[src/rtl/hpo_pkg.sv]
// Shared constants, register codes and control types of the peak orientation block.
`timescale 1ns / 1ps

package hpo_pkg;

   // default sizing
   localparam int MAX_BINS_DEF   = 256;
   localparam int MAX_PEAKS_DEF  = 8;
   localparam int MAX_WINDOW_DEF = 15;

   // field widths
   localparam int BIN_W      = 16;
   localparam int ANGLE_W    = 16;
   localparam int STATUS_W   = 2;
   localparam int USED_W     = 4;
   localparam int RANGE_W    = 9;
   localparam int FACTOR_W   = 17;
   localparam int TOP_W      = 4;
   localparam int WIN_W      = 4;
   localparam int CSR_IDX_W  = 3;
   localparam int CSR_DATA_W = 17;

   // register indexes
   localparam logic [CSR_IDX_W-1:0] REG_RANGE_START = 3'd0;
   localparam logic [CSR_IDX_W-1:0] REG_RANGE_END   = 3'd1;
   localparam logic [CSR_IDX_W-1:0] REG_SMOOTHING   = 3'd2;
   localparam logic [CSR_IDX_W-1:0] REG_TOP_PEAKS   = 3'd3;
   localparam logic [CSR_IDX_W-1:0] REG_WINDOW      = 3'd4;

   // register reset values
   localparam logic [RANGE_W-1:0]  RANGE_START_RST = 9'd0;
   localparam logic [RANGE_W-1:0]  RANGE_END_RST   = 9'd256;
   localparam logic [FACTOR_W-1:0] SMOOTHING_RST   = 17'd19661;
   localparam logic [TOP_W-1:0]    TOP_PEAKS_RST   = 4'd3;
   localparam logic [WIN_W-1:0]    WINDOW_RST      = 4'd5;

   // result status codes
   localparam logic [STATUS_W-1:0] STATUS_SMOOTHED = 2'd0;
   localparam logic [STATUS_W-1:0] STATUS_RESTART  = 2'd1;
   localparam logic [STATUS_W-1:0] STATUS_HELD     = 2'd2;
   localparam logic [STATUS_W-1:0] STATUS_DEFAULT  = 2'd3;

   // angles in 1/256 degree
   localparam logic [ANGLE_W-1:0] DEG45  = 16'd11520;
   localparam logic [ANGLE_W-1:0] DEG90  = 16'd23040;
   localparam logic [ANGLE_W-1:0] DEG180 = 16'd46080;

   // 2*180*256 = 45 << 11
   localparam int SCALE_W     = 6;
   localparam int BIN_SCALE   = 45;
   localparam int SCALE_SHIFT = 11;

   // EMA weights, Q1.16
   localparam logic [FACTOR_W-1:0] Q_ONE    = 17'd65536;
   localparam int                  Q_FRAC   = 16;

   typedef struct packed {
      logic clear;
      logic offer;
   } pk_ctrl_type;

endpackage

[src/rtl/hpo_bin_mem.sv]
// Histogram bin memory: one write port, one registered read port.
`timescale 1ns / 1ps

module hpo_bin_mem #(
   parameter int DEPTH  = hpo_pkg::MAX_BINS_DEF,
   parameter int ADDR_W = $clog2(hpo_pkg::MAX_BINS_DEF),
   parameter int DATA_W = hpo_pkg::BIN_W
) (
   input  logic              clock,
   input  logic              wr_en,
   input  logic [ADDR_W-1:0] wr_addr,
   input  logic [DATA_W-1:0] wr_data,
   input  logic [ADDR_W-1:0] rd_addr,
   output logic [DATA_W-1:0] rd_data
);

   logic [DATA_W-1:0] store_ff [DEPTH];
   logic [DATA_W-1:0] rd_data_ff;

   always_ff @(posedge clock) begin
      if (wr_en) begin
         store_ff[wr_addr] <= wr_data;
      end
   end

   always_ff @(posedge clock) begin
      rd_data_ff <= store_ff[rd_addr];
   end

   assign rd_data = rd_data_ff;

endmodule

[config.mk]
export PLATFORM = sky130hd
export DESIGN_NAME = hpo_bin_mem
export DESIGN_NICKNAME = d
export VERILOG_FILES = /design/src/rtl/hpo_pkg.sv /design/src/rtl/hpo_bin_mem.sv
export SDC_FILE = /design/constraint.sdc
export NUM_CORES = 2
export LEC_CHECK = 0
export ABC_AREA = 0
export BUFFER_PORTS_ARGS = -buffer_cell sky130_fd_sc_hd__buf_2
export CELL_PAD_IN_SITES_DETAIL_PLACEMENT = 1
export CELL_PAD_IN_SITES_GLOBAL_PLACEMENT = 2
export CORE_UTILIZATION = 45
export CTS_BUF_LIST = sky130_fd_sc_hd__clkbuf_4 sky130_fd_sc_hd__clkbuf_8
export DETAILED_ROUTE_END_ITERATION = 6
export PLACE_DENSITY_LB_ADDON = 0.1
export SYNTH_ARGS = -nofsm -noshare
export SYNTH_HDL_FRONTEND = slang
export SYNTH_SLANG_ARGS = --single-unit
[constraint.sdc]
create_clock -name clock -period 3.53 [get_ports clock]
set_clock_uncertainty 0.15 [all_clocks]
set_input_delay 0.5295 -clock clock [delete_from_list [all_inputs] [get_ports clock]]
set_output_delay 0.5295 -clock clock [all_outputs]
set_load 0.02 [all_outputs]
# Yosys cells after proc, flatten, opt, wreduce, memory -nomap -nowiden
# Memory sizes are Yosys's and may differ from the RTL's. A register that Yosys moved wholly into a read port is not among the register bits.
# Cells that the tools add are included.
[classes]
muxes = 2
[ops]
columns = ["operator", "count"]
rows = [
  ["1-bit 2-to-1 mux", 2],
]
[totals]
reg_bits = 0
mem_bits_rw = 4096
elab_cells = 3
input_bits = 34
output_inout_bits = 16
n_memories = 1
[memory_table]
columns = ["memory", "depth", "width", "read_ports", "rd_clocked_by_memory_dff", "write_ports", "line_no", "text"]
rows = [
  ["store_ff", 256, 16, 1, 1, 1, "hpo_bin_mem.sv:17", "logic [DATA_W-1:0] store_ff [DEPTH];"],
]

# Depth between registers and ports, before layout
[logic_depth]
word_depth = 2
depth_mapped = 12
ltp_nobuf = 6

# Least setup slack after synthesis
# OpenSTA, ideal clock, no wires.
[synth_timing]
path_kind = "input to register"
start = "in wr_addr[3]"
end = "mem store_ff[235][0] (netlist bit), enable pin"
path_buffers = 3
required_ns = 2.992
setup_time_ns = 0.388
setup_slack_ns = 0.685
t_arrival_ns = 2.306
path_stages = 6
cell_sequence = "clkbuf_1 -> nor2b_1 -> clkbuf_1 -> nand4_1 -> clkbuf_1 -> nor2_1"
[synth_lines]
columns = ["item", "line_no", "text"]
rows = [
  ["start: declaration", "hpo_bin_mem.sv:11", "input logic [ADDR_W-1:0] wr_addr,"],
  ["end: declaration", "hpo_bin_mem.sv:17", ""],
]
# Straight into the memory's write port.

==> impl_metrics.env <==
export IMPL_cts_buffers=679
export IMPL_die_h_um=596
export IMPL_root_buffer="clkbuf_8"
export IMPL_port_buffers=49
export IMPL_combinationalPowerShare_pct=5.8
export IMPL_hpwl_um=298000
export IMPL_pin_count=50
export IMPL_finalMaxSlewViolations=0
export IMPL_fin_ws_ns=0.0266
export IMPL_syn_to_final_growth_pct=16.5
export IMPL_fin_crit_ns=3.50
export IMPL_drive_above_1_share_pct=34.0
export IMPL_grt_overflow=0
export IMPL_ir_worst_vdd_uv=385
export IMPL_gp_congestion=0.830
export IMPL_end_kind="flip-flop"
export IMPL_coreArea_um2=350000
export IMPL_hp_class="input pin to flip-flop"
export IMPL_sw_frac_of_total_pct=22.8
export IMPL_antenna_found_initial=45
export IMPL_drtIter0Drc=9081
export IMPL_async_reset_ff_share_pct=0
export IMPL_crit_arrival_ns=4.41
export IMPL_drt_wl_total_um=481000
export IMPL_fin_crit_sh_pct=99.2
export IMPL_htreeDepth=6
export IMPL_p_per_area_nw_per_um2=543
export IMPL_dr_pass1_iters=5
export IMPL_vias_per_cell=5.99
export IMPL_grt_usage_pct=26.8
export IMPL_rsz0062_at_grt="no"
export IMPL_power_leakage_uw=0.0602
export IMPL_fill_cells=30700
export IMPL_die_x_um=596
export IMPL_setup_viol=0
export IMPL_p_clk_share_pct=40.5
export IMPL_finalHoldViolCount=0
export IMPL_syn_area_per_cell_um2=21.6
export IMPL_ys_ff_latch=4112
export IMPL_nets=8678
export IMPL_clock_fmax_ghz=0.285
export IMPL_worst_pin_slew_ns=1.38
export IMPL_fp_row_count=217
export IMPL_synth_ff_type="edfxtp_1"
export IMPL_antenna_left=0
export IMPL_cap_viol_max_count=0
export IMPL_p_int_uw=77600
export IMPL_cts_buffer_depth=4
export IMPL_status="finished, final reports clean"
export IMPL_crit_type="input pin to flip-flop"
export IMPL_seq_area_frac_synth_pct=77.7
export IMPL_vias=82500
export IMPL_clk_latency_ns=1.23
export IMPL_synthCells=7360
export IMPL_netlist_area_um2=159000
export IMPL_cts_tree="built"
export IMPL_slew_headroom_pct=5.79
export IMPL_power_switching_uw=22900
export IMPL_post_drt_wl_per_cell_um=34.9
export IMPL_clock_sinks=4112
export IMPL_drt_drc_violations_left=0
export IMPL_path_max_fanout=24
export IMPL_grt_first_pass_wirelength_um=668000
export IMPL_ys_types=52
export IMPL_pre_cts_ws_ns=-1.30
export IMPL_grt_max_degree=129
export IMPL_start_util_pct=45.3
export IMPL_utilization_pct=52.8
export IMPL_synth_edf_count=4096
export IMPL_synth_nets=7394
export IMPL_required_ns=4.44
export IMPL_tns_ns=0
export IMPL_die_area_um2=355000
export IMPL_grt_pass1_vias=86400
export IMPL_p_seq_share_pct=53.7
export IMPL_power_uw=100000
export IMPL_start_kind="input pin"
export IMPL_ys_warn_count=0
export IMPL_path_clk_slew_ns=0.06
==> sequential cells by signal (all words and copies together) (netlist names) <==
signal    count
rd_data      16
store_ff   4096
==> power by group through the flow <==
stage,combinational (uW),sequential [uW],clock [uW]
2_1_floorplan,2660,54900,0
3_3_place_gp,5720,54900,0
3_5_place_dp,5830,55000,0
4_1_cts,5860,53900,41600
5_1_grt,6060,53900,43400
6_report,5800,53900,40700
==> cell type report <==
class                           instances  area (um2)  area share [%]
Sequential cell                      4112      123000            66.7
Multi-Input combinational cell       2792       33100            17.9
Antenna cell                           19        47.5          0.0257
Inverter                                4        27.5          0.0149
Timing Repair Buffer                 1055        9670            5.23
Clock inverter                        267        1660           0.897
Tap cell                             4599        5750            3.11
Clock buffer                          926       11300            6.14
==> Yosys cell counts (all sizes together) (2+ instances only) <==
cell	number	area (um2)
a2111oi	6	52.6
a211oi	18	135
a21o	2	15.0
a21oi	175	876
a221oi	28	245
a22o	32	280
a22oi	43	323
a31oi	6	37.5
and2	2	12.5
and3	11	68.8
and4	2	17.5
buf	222	1810
clkbuf	230	863
dfxtp	16	320
edfxtp	4096	123000
inv	4	15.0
mux2	88	991
mux2i	565	5660
mux4	797	17900
nand2	38	143
nand2b	3	18.8
nand3	35	175
nand4	26	163
nand4b	3	26.3
nor2	304	1140
nor2b	9	56.3
nor3	92	460
nor4	18	119
nor4bb	2	20.0
o21ai	38	190
o221ai	253	2220
o22ai	148	926
o31ai	16	120
o32ai	21	191
or2	5	31.3
or3	2	12.5
==> per-stage QoR <==
step | std cells | hold WS, ns | area, um2
after floorplan | 7360 | 0.478 | 159000
after global placement | 12500 | 0.856 | 172000
after detailed placement | 12500 | 0.854 | 172000
after CTS | 13800 | 0.00255 | 185000
after global routing | 13800 | 0.0656 | 185000
final | 13800 | 0.131 | 185000
==> placed cells by master (no fill, tap or decap), types with 32 or more instances in the layout <==
cell and count:
a21oi_1 175, a22o_1 32, a22oi_1 43, buf_12 130
buf_4 854, clkbuf_4 223, clkbuf_8 704, clkinv_1 153
clkinv_2 59, edfxtp_1 4096, mux2_2 88, mux2i_1 565
mux4_2 797, nand2_1 37, nor2_1 178, nor2_2 125
nor3_1 90, o21ai_0 37, o221ai_1 252, o22ai_1 148
==> per-layer routing <==
layer	vias to the layer above	track usage (%)	part of all wire (%)
li1	34000	-	-
met1	44800	37.7	42
met2	3129	43.4	48
met3	632	4.66	6.9
met4	8	7.61	2.8
met5	-	0	0.011
==> worst paths after layout <==
kind               startpoint  depth (start not counted)  slack [ns]     endpoint
max reg2reg  store_ff[131][5]                          8        0.08   rd_data[5]
max                rd_addr[0]                         11        0.03  rd_data[13]
min reg2reg  store_ff[108][5]                          5        0.99   rd_data[5]
min                rd_addr[4]                          6        0.13   rd_data[9]
==> repair_timing <==
| item | CTS | global route |
|---|---|---|
| hold endpoints to repair | 3502 | 0 |
| endpoints found under the setup margin | 0 | 1 |
| resized for setup | 0 | 1 |
| hold buffers | 24 | 0 |
| buffers inserted | 0 | 0 |
==> critical path, stage by stage <==
cell	delay, ns
buf_12	0.14
buf_4	0.20
buf_12	0.24
buf_12	0.22
buf_12	0.20
buf_4	0.31
mux4_2	0.54
a2111oi_1	0.91
nor2_1	0.46
nand3_1	0.41
nor4_1	0.13
==> cells by family after synthesis <==
kind of cell           share of synthesized area, %
buffers and inverters                          1.69
multiplexers                                   15.5
AND/OR/NAND/NOR                                1.57
flip-flops                                     77.7
AO/OA/AOI/OAI                                  3.54
Note: power is estimated with default switching activity, not from simulation.
