$ cat config.mk
export PLATFORM = sky130hd
export DESIGN_NAME = hpo_peak_list
export DESIGN_NICKNAME = d
export VERILOG_FILES = /design/src/rtl/hpo_pkg.sv /design/src/rtl/hpo_peak_list.sv
export SDC_FILE = /design/constraint.sdc
export NUM_CORES = 1
export LEC_CHECK = 0
export BUFFER_PORTS_ARGS = -buffer_cell sky130_fd_sc_hd__buf_2
export CORE_UTILIZATION = 30
export CTS_BUF_LIST = sky130_fd_sc_hd__clkbuf_4
export CTS_CLUSTER_SIZE = 20
export DETAILED_ROUTE_END_ITERATION = 6
export HOLD_SLACK_MARGIN = 0.03
export PLACE_DENSITY = 0.44
export RECOVER_POWER = 50
export SETUP_SLACK_MARGIN = 0.1
export SYNTH_ARGS = -nofsm -noshare
export SYNTH_HDL_FRONTEND = slang
export SYNTH_SLANG_ARGS = --single-unit
$ cat constraint.sdc
create_clock -name clock -period 27.7 [get_ports clock]
set_input_delay 1.385 -clock clock [delete_from_list [all_inputs] [get_ports clock]]
set_output_delay 1.385 -clock clock [all_outputs]
set_load 0.005 [all_outputs]
$ cat src/rtl/hpo_pkg.sv
// Shared constants, register codes and control types of the peak orientation block.
`timescale 1ns / 1ps

package hpo_pkg;

   // default sizing
   localparam int MAX_BINS_DEF   = 256;
   localparam int MAX_PEAKS_DEF  = 8;
   localparam int MAX_WINDOW_DEF = 15;

   // field widths
   localparam int BIN_W      = 16;
   localparam int ANGLE_W    = 16;
   localparam int STATUS_W   = 2;
   localparam int USED_W     = 4;
   localparam int RANGE_W    = 9;
   localparam int FACTOR_W   = 17;
   localparam int TOP_W      = 4;
   localparam int WIN_W      = 4;
   localparam int CSR_IDX_W  = 3;
   localparam int CSR_DATA_W = 17;

   // register indexes
   localparam logic [CSR_IDX_W-1:0] REG_RANGE_START = 3'd0;
   localparam logic [CSR_IDX_W-1:0] REG_RANGE_END   = 3'd1;
   localparam logic [CSR_IDX_W-1:0] REG_SMOOTHING   = 3'd2;
   localparam logic [CSR_IDX_W-1:0] REG_TOP_PEAKS   = 3'd3;
   localparam logic [CSR_IDX_W-1:0] REG_WINDOW      = 3'd4;

   // register reset values
   localparam logic [RANGE_W-1:0]  RANGE_START_RST = 9'd0;
   localparam logic [RANGE_W-1:0]  RANGE_END_RST   = 9'd256;
   localparam logic [FACTOR_W-1:0] SMOOTHING_RST   = 17'd19661;
   localparam logic [TOP_W-1:0]    TOP_PEAKS_RST   = 4'd3;
   localparam logic [WIN_W-1:0]    WINDOW_RST      = 4'd5;

   // result status codes
   localparam logic [STATUS_W-1:0] STATUS_SMOOTHED = 2'd0;
   localparam logic [STATUS_W-1:0] STATUS_RESTART  = 2'd1;
   localparam logic [STATUS_W-1:0] STATUS_HELD     = 2'd2;
   localparam logic [STATUS_W-1:0] STATUS_DEFAULT  = 2'd3;

   // angles in 1/256 degree
   localparam logic [ANGLE_W-1:0] DEG45  = 16'd11520;
   localparam logic [ANGLE_W-1:0] DEG90  = 16'd23040;
   localparam logic [ANGLE_W-1:0] DEG180 = 16'd46080;

   // 2*180*256 = 45 << 11
   localparam int SCALE_W     = 6;
   localparam int BIN_SCALE   = 45;
   localparam int SCALE_SHIFT = 11;

   // EMA weights, Q1.16
   localparam logic [FACTOR_W-1:0] Q_ONE    = 17'd65536;
   localparam int                  Q_FRAC   = 16;

   typedef struct packed {
      logic clear;
      logic offer;
   } pk_ctrl_type;

endpackage

$ cat src/rtl/hpo_peak_list.sv
// Sorted list of the strongest peaks, one insertion per cycle.
`timescale 1ns / 1ps

module hpo_peak_list #(
   parameter int MAX_PEAKS = hpo_pkg::MAX_PEAKS_DEF,
   parameter int AW        = 8,
   parameter int VW        = 20,
   parameter int PW        = 4,
   parameter int PIW       = 3
) (
   input  logic                 clock,
   input  logic                 reset,
   input  hpo_pkg::pk_ctrl_type ctrl,
   input  logic [AW-1:0]        of_idx,
   input  logic [AW-1:0]        of_rank,
   input  logic [VW-1:0]        of_val,
   input  logic [PW-1:0]        limit,
   input  logic [PIW-1:0]       rd_sel,
   output logic [PW-1:0]        held,
   output logic [AW-1:0]        rd_idx,
   output logic [VW-1:0]        rd_val
);

   logic [AW-1:0] idx_ff  [MAX_PEAKS];
   logic [AW-1:0] rank_ff [MAX_PEAKS];
   logic [VW-1:0] val_ff  [MAX_PEAKS];
   logic [PW-1:0] held_ff;
   logic [PW-1:0] pos;
   logic          ins;

   // list is sorted, so the entries that beat the offer form a prefix
   always_comb begin
      pos = '0;
      for (int k = 0; k < MAX_PEAKS; k++) begin
         if ((PW'(k) < held_ff) &&
             ((val_ff[k] > of_val) ||
              ((val_ff[k] == of_val) && (rank_ff[k] < of_rank)))) begin
            pos = pos + PW'(1);
         end
      end
      ins = ctrl.offer && (pos < limit);
   end

   always_ff @(posedge clock) begin
      if (reset || ctrl.clear) begin
         held_ff <= '0;
      end else if (ins && (held_ff < limit)) begin
         held_ff <= held_ff + PW'(1);
      end
   end

   always_ff @(posedge clock) begin
      if (ins) begin
         if (pos == '0) begin
            idx_ff[0]  <= of_idx;
            rank_ff[0] <= of_rank;
            val_ff[0]  <= of_val;
         end
         for (int k = 1; k < MAX_PEAKS; k++) begin
            if (PW'(k) == pos) begin
               idx_ff[k]  <= of_idx;
               rank_ff[k] <= of_rank;
               val_ff[k]  <= of_val;
            end else if (PW'(k) > pos) begin
               idx_ff[k]  <= idx_ff[k-1];
               rank_ff[k] <= rank_ff[k-1];
               val_ff[k]  <= val_ff[k-1];
            end
         end
      end
   end

   assign held   = held_ff;
   assign rd_idx = idx_ff[rd_sel];
   assign rd_val = val_ff[rd_sel];

endmodule

==> Word-level counts from Yosys, hierarchy flattened <==
Memories as Yosys holds them, arrays and structs flattened.
Cells that the tools add are included.
{ "op_classes": {"muxes": 81, "order_cmp": 33, "addsub": 8, "reduce_logical": 28, "eq_ne": 15, "bitwise_logic": 21} }
{ "ops": {"columns": ["operator", "n"], "rows": [
  ["$eq 20x20->1", 8],
  ["$gt 20x20->1", 8],
  ["$mux 20", 7],
  ["$mux 8", 14],
  ["$lt 8x8->1", 8],
  ["$mux 1", 53],
  ["$add 4x1->4 const B", 8],
  ["$mux 4", 7],
  ["$or 1x1->1", 21],
  ["$logic_and 1x1->1", 18],
  ["$eq 3x4->1 const A", 4],
  ["$gt 3x4->1 const A", 4],
  ["$lt 3x4->1 const A", 4],
  ["$logic_or 1x1->1", 9],
  ["$eq 2x4->1 const A", 2],
  ["$gt 2x4->1 const A", 2],
  ["$lt 1x4->1 const A", 2],
  ["$lt 2x4->1 const A", 2],
  ["$lt 4x4->1", 2],
  ["$eq 1x4->1 const A", 1],
  ["$gt 1x4->1 const A", 1],
  ["$logic_not 4->1", 1]
]} }
{ "word_totals": {"in_bits": 47, "wordCells": 190, "memories": 3, "out_inout_bits": 32, "ram_bits": 288, "register_bits": 4} }
{ "mem_list": {"columns": ["memory", "depth", "width", "rd", "rd_clocked_by_memory_dff", "wr", "line_no", "rtl"], "rows": [
  ["val_ff", 8, 20, 9, 0, 8, "hpo_peak_list.sv:26", "logic [VW-1:0] val_ff [MAX_PEAKS];"],
  ["idx_ff", 8, 8, 8, 0, 8, "hpo_peak_list.sv:24", "logic [AW-1:0] idx_ff [MAX_PEAKS];"],
  ["rank_ff", 8, 8, 8, 0, 8, "hpo_peak_list.sv:25", "logic [AW-1:0] rank_ff [MAX_PEAKS];"]
]} }

==> Logic depth before layout (Yosys ltp) <==
Gate-level depths: netlist of the first run.
An unclocked memory read counts as a cell.
{ "logic_depth": {"ltp_word": 26, "depth_mapped": 42, "ltp_nobuf": 41} }

==> Worst setup path before layout of the first run <==
Ideal clock, no wire load.
{ "synth_timing": {"kind": "input-to-reg", "startpoint": "input port of_val[5]", "endpoint": "memory val_ff[1][10], data pin", "setup_time_ns": 0.260, "t_arrival_ns": 9.603, "setup_slack_ns": 17.838, "t_required_ns": 27.440, "path_stages": 40, "n_path_buf": 2, "path_cell_list": "inv_1 -> ha_1 -> a21o_1 -> a21o_1 -> a21oi_1 -> nor2b_1 -> o21ai_0 -> nand2b_1 -> a21oi_1 -> nor2b_1 -> o21ai_0 -> a21oi_1 -> a31oi_1 -> a21o_1 -> inv_1 -> ha_1 -> inv_1 -> o21a_1 -> (+4 left out) -> a31oi_1 -> ha_1 -> mux2_2 -> ha_1 -> xnor3_1 -> or3b_2 -> a21oi_1 -> a22oi_2 -> xnor2_4 -> ha_1 -> nand2_1 -> nand4b_1 -> o21a_1 -> buf_2 -> or4_1 -> nor2_2 -> buf_2 -> mux2_2"} }
{ "synth_lines": {"columns": ["item", "line_no", "rtl"], "rows": [
  ["from (decl)", "hpo_peak_list.sv:16", "input logic [VW-1:0] of_val,"],
  ["to (decl)", "hpo_peak_list.sv:26", null]
]} }

==> results of run 1 <==
[final timing paths]
| check | start | end | slack [ns] | cells past startpoint |
|---|---|---|---|---|
| worst max-delay path | of_rank[1] | val_ff[2][9] | 15.42 | 38 |
| worst min-delay path | rank_ff[0][8] | rank_ff[0][16] | 0.55 | 1 |
| worst max register to register | val_ff[1][5] | val_ff[2][9] | 16.14 | 39 |
| worst min register to register | rank_ff[0][8] | rank_ff[0][16] | 0.55 | 1 |
[cells in the mapped netlist (2+ instances only)]
master     count  area share [%]
nand2_1       25            0.49
dfxtp_1        4            0.42
nor4_1         6            0.20
buf_2         16            0.42
o21ai_1        3           0.078
a211oi_1       7            0.27
o2111ai_1      3            0.14
mux2i_1        3            0.16
a21o_1        33             1.3
and2_1         3           0.098
xnor2_1        5            0.23
or3_1          6            0.20
nand2b_1      20            0.65
nor2_1        20            0.39
a2111oi_0      4            0.18
buf_1          5           0.098
o31ai_1        2           0.078
edfxtp_1     288              45
clkbuf_1      12            0.24
nand3_1       18            0.47
o21a_1        12            0.47
nor3_1        12            0.31
xor2_1         8            0.37
ha_1         231              15
a31oi_1        5            0.16
xnor2_4        2            0.29
o21ai_0       35            0.91
buf_6          6            0.35
mux2_2       244              14
nor3_4         3            0.25
a21oi_1       59             1.5
a211o_1        5            0.23
and3_1         6            0.20
o211ai_1       3            0.12
nor4b_1        2           0.091
a221oi_1       6            0.27
nor2b_1       15            0.49
mux2_1        37             2.2
nand4_1       30            0.98
inv_1         55             1.1
and4_1        10            0.46
mux4_2        56             6.6
a221o_1        2            0.10
[critical path: cells and delay by family]
family,cells,cell delay [ns]
compound gates,11,2.64
xor+xnor,4,1.25
fa+ha+maj,6,1.73
buf+inv,5,3.38
mux,2,0.87
simple gates,10,1.51
[stage by stage]
| stage | util (%) | instances | total power [mW] | setup WS (ns) | cell area, um^2 |
|---|---|---|---|---|---|
| 2_1_floorplan | - | 1355 | 0.805 | 17.84 | 19100 |
| 3_3_place_gp | 32.5 | 2256 | 0.917 | 16.05 | 20500 |
| 3_5_place_dp | 32.5 | 2256 | 0.920 | 15.80 | 20500 |
| 4_1_cts | 34.1 | 2391 | 1.34 | 16.70 | 21500 |
| 5_1_grt | 33.8 | 2394 | 1.39 | 14.48 | 21300 |
| 6_report | 33.8 | 2394 | 1.31 | 15.42 | 21300 |
[flip-flops by register name, indices dropped and copies added, names as in the netlist]
name	cells
rank_ff	64
held	4
idx_ff	64
val_ff	160
[layout make-up]
type	instances	area, um^2
Antenna cell	3	7.51
Clock buffer	126	946
Clock inverter	9	63.8
Fill cell	6392	41800
Inverter	55	206
Multi-Input combinational cell	969	9910
Sequential cell	292	8730
Tap cell	846	1060
Timing Repair Buffer	94	409
[metal layers]
layer / part of all wire [%] / up-vias / routed length (um) / track usage, %
li1: - / 5787 / - / -
met2: 47 / 245 / 25700 / 27.7
met5: 0.024 / - / 13 / 0
met3: 3.7 / 81 / 2030 / 3.49
met1: 47 / 6175 / 25300 / 22.8
met4: 2.3 / 2 / 1230 / 5.53
[cell usage in the layout, fill, tap and decap left out, types with 18 or more instances in the layout]
| master | netlist | layout |
|---|---|---|
| clkbuf_1 | 12 | 59 |
| edfxtp_1 | 288 | 288 |
| mux4_2 | 56 | 56 |
| mux2_2 | 244 | 232 |
| o21ai_0 | 35 | 35 |
| buf_2 | 16 | 30 |
| mux2_1 | 37 | 49 |
| a21oi_1 | 59 | 59 |
| nand2b_1 | 20 | 20 |
| inv_1 | 55 | 55 |
| nand2_1 | 25 | 25 |
| ha_1 | 231 | 231 |
| clkbuf_4 | 0 | 126 |
| nor2_1 | 20 | 20 |
| a21o_1 | 33 | 33 |
| nand4_1 | 30 | 30 |
| nand3_1 | 18 | 18 |
[cell families after synthesis]
family / after synthesis / synth area share (%)
flops: 292 / 45.6
simple gates: 188 / 5.89
fa+ha+maj: 231 / 15.1
mux: 340 / 23.3
xor+xnor: 18 / 1.21
compound gates: 192 / 6.78
buf+inv: 94 / 2.18
[power by group through the flow]
stage,Sequential [mW],Clock [mW],Combinational (mW)
6_report,0.612,0.405,0.293
5_1_grt,0.619,0.443,0.328
4_1_cts,0.610,0.423,0.302
3_5_place_dp,0.619,0,0.301
3_3_place_gp,0.620,0,0.298
2_1_floorplan,0.595,0,0.210
==> out/summary.txt, run 1 <==
outcome: complete, but fails checks
failing checks: max-capacitance violations, max-slew violations
Synth Register Bits: 292
clock share of power: 30.9%
Routability Congestion: 0.841
DIE HEIGHT: 255 um
Post-Syn Instances: 1355
Routed WL per cell: 22.6 um
Core Region: 63100 um^2
peak supply drop: 0.0274 mV
P_int: 921 uW
kind of critical path: in2reg
f_max: 0.0814 GHz
hold crit path type: reg2reg
Via density: 5.13
Skew-Pair Late Insertion Delay: 0.84 ns
H-tree lvl count: 3
GRT Total Usage: 17.1%
sw frac: 29.7%
Initial Utilization: 30.4%
total negative slack: 0 ns
I/O pin cnt: 79
Routed Antenna Nets: 0
total CTS buffers: 86
endpoint type of the worst setup path: register
critical path arrival: 12.83 ns
CTS max path bufs: 3
top_reg_cell synth: edfxtp_1
Pins Over Slew Limit: 402
Post-CTS Setup Inserts: 0
fin nets: 1776
register area share after synthesis: 45.6%
Worst path max stage delay: 2.61 ns
Least-Margin Pin Slew: 3.67 ns
1st-pass router iterations: 4
hold_buf cts: 0
Final Hold Viols: 0
CP Data Required Time: 28.25 ns
CP dominant cell by count: ha_1
DR iter-0 viols: 618
Site Rows: 92
largest net degree at the start of global routing: 59
drt total wl: 54.2 mm
logic gate share of total power: 22.4%
Worst Path Max Fanout: 48
min Tclk post-route: 12.28 ns
Mean Syn Cell Area: 14.1 um^2
first-pass GRT wire length: 81.6 mm
I/O Buffers: 78
CTS clk-pin slew, worst paths: 0.06 ns
max cap viols: 12
vias: 12300
distinct cell type count after synthesis: 71
Crit-path slowest cell: clkbuf_1
syn nets: 1633
number of remaining DRC errors: 0
relative slew slack: -145%
CTS tree: done
synthesized area: 19100 um^2
# clock sinks: 292
CTS resizes: 0
area grow syn2layout: 11.4%
Net Sw Power: 389 uW
sequential power share: 46.7%
CTS root buf: clkbuf_4
Startpoint Class: input port
final hold slack: 0.552 ns
antenna violations before repair: 3
YS warnings: 0
Layout Skew: 0.0478 ns
asr flop ratio synth: 0%
Die Width: 255 um
vias in the first global route: 12900
LEAKAGE: 8.25 nW
pwr/cell area: 61.4 nW/um^2
Final setup viols: 0
EDFF count, synth: 288
Period Utilization, post-route: 44.3%
dpl hpwl: 38.1 mm
grt total ovfl: 0
share of cells above drive strength 1: 30.0%
RSZ-0062 raised after global routing: false
Die ar.: 64800 um^2
No activity file was read; power rests on OpenSTA's default activity.
==> inputs of run 2 (changes only) <==
Settings changed: ABC_AREA set to 1.
Clock period 27.7 ns to 12.2 ns, I/O delays scaled along.
==> run 2 against run 1 <==
The flow finishes with violations (design-rule violations, max-capacitance violations, max-slew violations). Combinational power grew 95%. Sequential power increased by 110%. Highest routed layer unchanged. Area after synthesis grew 5.1%. Setup slack got worse by 13 ns. Power rose by 120%. Design area rose by 5.5%. Register-to-register slack worse by 13 ns. Cell count rose by 43%. Clock power is 150% higher.
==> out/summary.txt, run 2 <==
antenna violations before repair: 4 (was 3)
fin nets: 2770 (was 1776)
RSZ-0062 raised after global routing: false (unchanged)
CP dominant cell by count: ha_1 (unchanged)
relative slew slack: -86.8% (was -145%)
LEAKAGE: 10.1 nW (was 8.25 nW)
CTS clk-pin slew, worst paths: 0.06 ns (about the same)
Period Utilization, post-route: 82.6%
Worst Path Max Fanout: 22 (was 48)
Die Width: 261 um (was 255 um)
EDFF count, synth: 288 (unchanged)
register area share after synthesis: 43.4% (was 45.6%)
Initial Utilization: 30.4% (about the same)
Crit-path slowest cell: inv_2 (was clkbuf_1)
R2R setup slack: 2.66 ns (was 16.14 ns)
top_reg_cell synth: edfxtp_1 (unchanged)
largest area contributor in the netlist: edfxtp_1 (unchanged)
CTS root buf: clkbuf_4 (unchanged)
vias in the first global route: 17500 (was 12900)
most frequent cell after synthesis: nand2_1 (was edfxtp_1)
Least-Margin Pin Slew: 2.80 ns (was 3.67 ns)
CTS tree: done (unchanged)
max FFs per register: 160 (unchanged)
share of cells above drive strength 1: 7.67% (was 30.0%)
synth cell count leaders: nand2_1 (700), edfxtp_1 (288), nand3_1 (244), ha_1 (231), nor2_1 (185) (was edfxtp_1 (288), mux2_2 (244), ha_1 (231), a21oi_1 (59), mux4_2 (56))
largest net degree at the start of global routing: 74 (was 59)
YS warnings: 0 (unchanged)
Site Rows: 94 (was 92)
Post-Syn Instances: 2396 (was 1355)
Routed Antenna Nets: 0 (unchanged)
total negative slack: 0 ns (unchanged)
final core occ: 34.0% (was 33.8%)
Placed Cells: 3235 (was 2256)
kind of critical path: in2reg (unchanged)
Non-Filler Instances: 3424 (was 2394)
first-pass GRT wire length: 116 mm (was 81.6 mm)
min Tclk post-route: 10.08 ns
peak supply drop: 0.0748 mV (was 0.0274 mV)
DIE HEIGHT: 261 um (was 255 um)
Skew-Pair Late Insertion Delay: 0.89 ns (was 0.84 ns)
Final setup viols: 0 (unchanged)
1st-pass router iterations: 7 (was 4)
Final Hold Viols: 0 (unchanged)
Synth Register Bits: 292 (unchanged)
endpoint type of the worst setup path: register (unchanged)
total CTS buffers: 89 (was 86)
fill cell count: 6983 (was 6392)
pwr/cell area: 127 nW/um^2 (was 61.4 nW/um^2)
Top Registers: val_ff x160, idx_ff x64, rank_ff x64 (unchanged)
Layout Skew: 0.0741 ns (was 0.0478 ns)
top cells by area, synth: edfxtp_1 (43%), ha_1 (14%), nand2_1 (13%) (was edfxtp_1 (45%), ha_1 (15%), mux2_2 (14%))
# clock sinks: 292 (unchanged)
Post-CTS Setup Inserts: 0 (unchanged)
Routed WL per cell: 22.7 um (was 22.6 um)
Routability Congestion: 0.892 (was 0.841)
setup ws final: 2.12 ns (was 15.42 ns)
pre-CTS WS: 2.83 ns (was 15.80 ns)
asr flop ratio synth: 0% (unchanged)
dpl hpwl: 51.4 mm (was 38.1 mm)
largest register by flop count: val_ff (unchanged)
CTS resizes: 0 (unchanged)
area grow syn2layout: 11.8% (was 11.4%)
synthesized area: 20100 um^2 (was 19100 um^2)
hold crit path type: in2reg (was reg2reg)
critical path arrival: 10.57 ns (was 12.83 ns)
Core Region: 66100 um^2 (was 63100 um^2)
syn nets: 2674 (was 1633)
vias: 17900 (was 12300)
max cap viols: 6 (was 12)
drt total wl: 77.6 mm (was 54.2 mm)
most common cell after layout, fill and taps aside: nand2_1 (was edfxtp_1)
Die ar.: 68100 um^2 (was 64800 um^2)
failing checks: design-rule violations, max-capacitance violations, max-slew violations (was max-capacitance violations, max-slew violations)
share of the synthesized area in the top cell type: 43.0% (was 45.2%)
Pins Over Slew Limit: 256 (was 402)
Mean Syn Cell Area: 8.40 um^2 (was 14.1 um^2)
number of remaining DRC errors: 5 (was 0)
DR iter-0 viols: 1557 (was 618)
distinct cell type count after synthesis: 47 (was 71)
CTS max path bufs: 3 (unchanged)
I/O Buffers: 78 (unchanged)
outcome: complete, but fails checks (unchanged)
CP Data Required Time: 12.69 ns (was 28.25 ns)
H-tree lvl count: 3 (unchanged)
f_max: 0.0992 GHz
Startpoint Class: input port (unchanged)
hold_buf cts: 30 (was 0)
I/O pin cnt: 79 (unchanged)
Via density: 5.22 (was 5.13)
grt total ovfl: 0 (unchanged)
Worst path max stage delay: 0.85 ns (was 2.61 ns)
most frequent cells in the layout: nand2_1 (705), edfxtp_1 (288), nand3_1 (244) (was edfxtp_1 (288), mux2_2 (232), ha_1 (231))
GRT Total Usage: 23.0% (was 17.1%)
[run 2: critical path, delay by kind of cell]
kind | cells | cell delay, ns
AOI/OAI and AO/OA | 5 | 1.74
xor gates and xnor gates | 2 | 0.36
adders and majority gates | 7 | 1.93
buffers and inverters | 10 | 3.05
and+or+nand+nor | 13 | 2.77
[run 2: report_power, final]
| part | total, mW | switching [mW] | internal (mW) |
|---|---|---|---|
| Combinational | 0.571 | 0.386 | 0.185 |
| Clock | 0.998 | 0.486 | 0.512 |
| Sequential | 1.30 | 0.0766 | 1.22 |
| Total | 2.87 | 0.949 | 1.92 |
[run 2: per-layer routing]
layer  track usage [%]  vias up  wire, um
met1              32.4     8575     36500
li1                  -     8590         -
met2              36.4      584     35200
met4              6.07        2      1510
met3              3.66      109      4330
met5                 0        -        13
[run 2: cell families (layout without fill, tap and decap cells)]
group,after synthesis,in the layout,synth area share (%)
buffers and inverters,281,439,5.92
adder cells (fa/ha/maj),231,231,14.4
XOR/XNOR,4,4,0.174
AO/OA/AOI/OAI,381,381,10.8
flip-flops,292,292,43.4
AND/OR/NAND/NOR,1207,1207,25.3
other,0,6,0
[run 2: stage by stage]
| stage | area [um^2] | hold slack (ns) | power [mW] |
|---|---|---|---|
| 2_1_floorplan | 20100 | 0.509 | 1.65 |
| 3_3_place_gp | 21200 | 0.550 | 1.88 |
| 3_5_place_dp | 21200 | 0.552 | 1.88 |
| 4_1_cts | 22600 | 0.0310 | 2.90 |
| 5_1_grt | 22500 | 0.137 | 3.02 |
| 6_report | 22500 | 0.214 | 2.87 |
[run 2: final timing paths]
| path | start | endpoint | depth (start not counted) |
|---|---|---|---|
| setup reg to reg | val_ff[1][5] | val_ff[0][10] | 34 |
| hold reg to reg | rank_ff[0][27] | rank_ff[1][3] | 2 |
| hold / removal | of_val[12] | val_ff[0][12] | 1 |
| setup / recovery | of_val[19] | val_ff[0][10] | 37 |
[run 2: layout make-up]
cell class / instances / area, um^2 / share of cell area (%)
Tap cell: 864 / 1080 / 4.80
Antenna cell: 6 / 15.0 / 0.0667
Timing Repair Buffer: 140 / 833 / 3.70
Sequential cell: 292 / 8730 / 38.8
Clock inverter: 28 / 175 / 0.779
Clock buffer: 125 / 938 / 4.17
Inverter: 146 / 548 / 2.44
Multi-Input combinational cell: 1823 / 10200 / 45.2
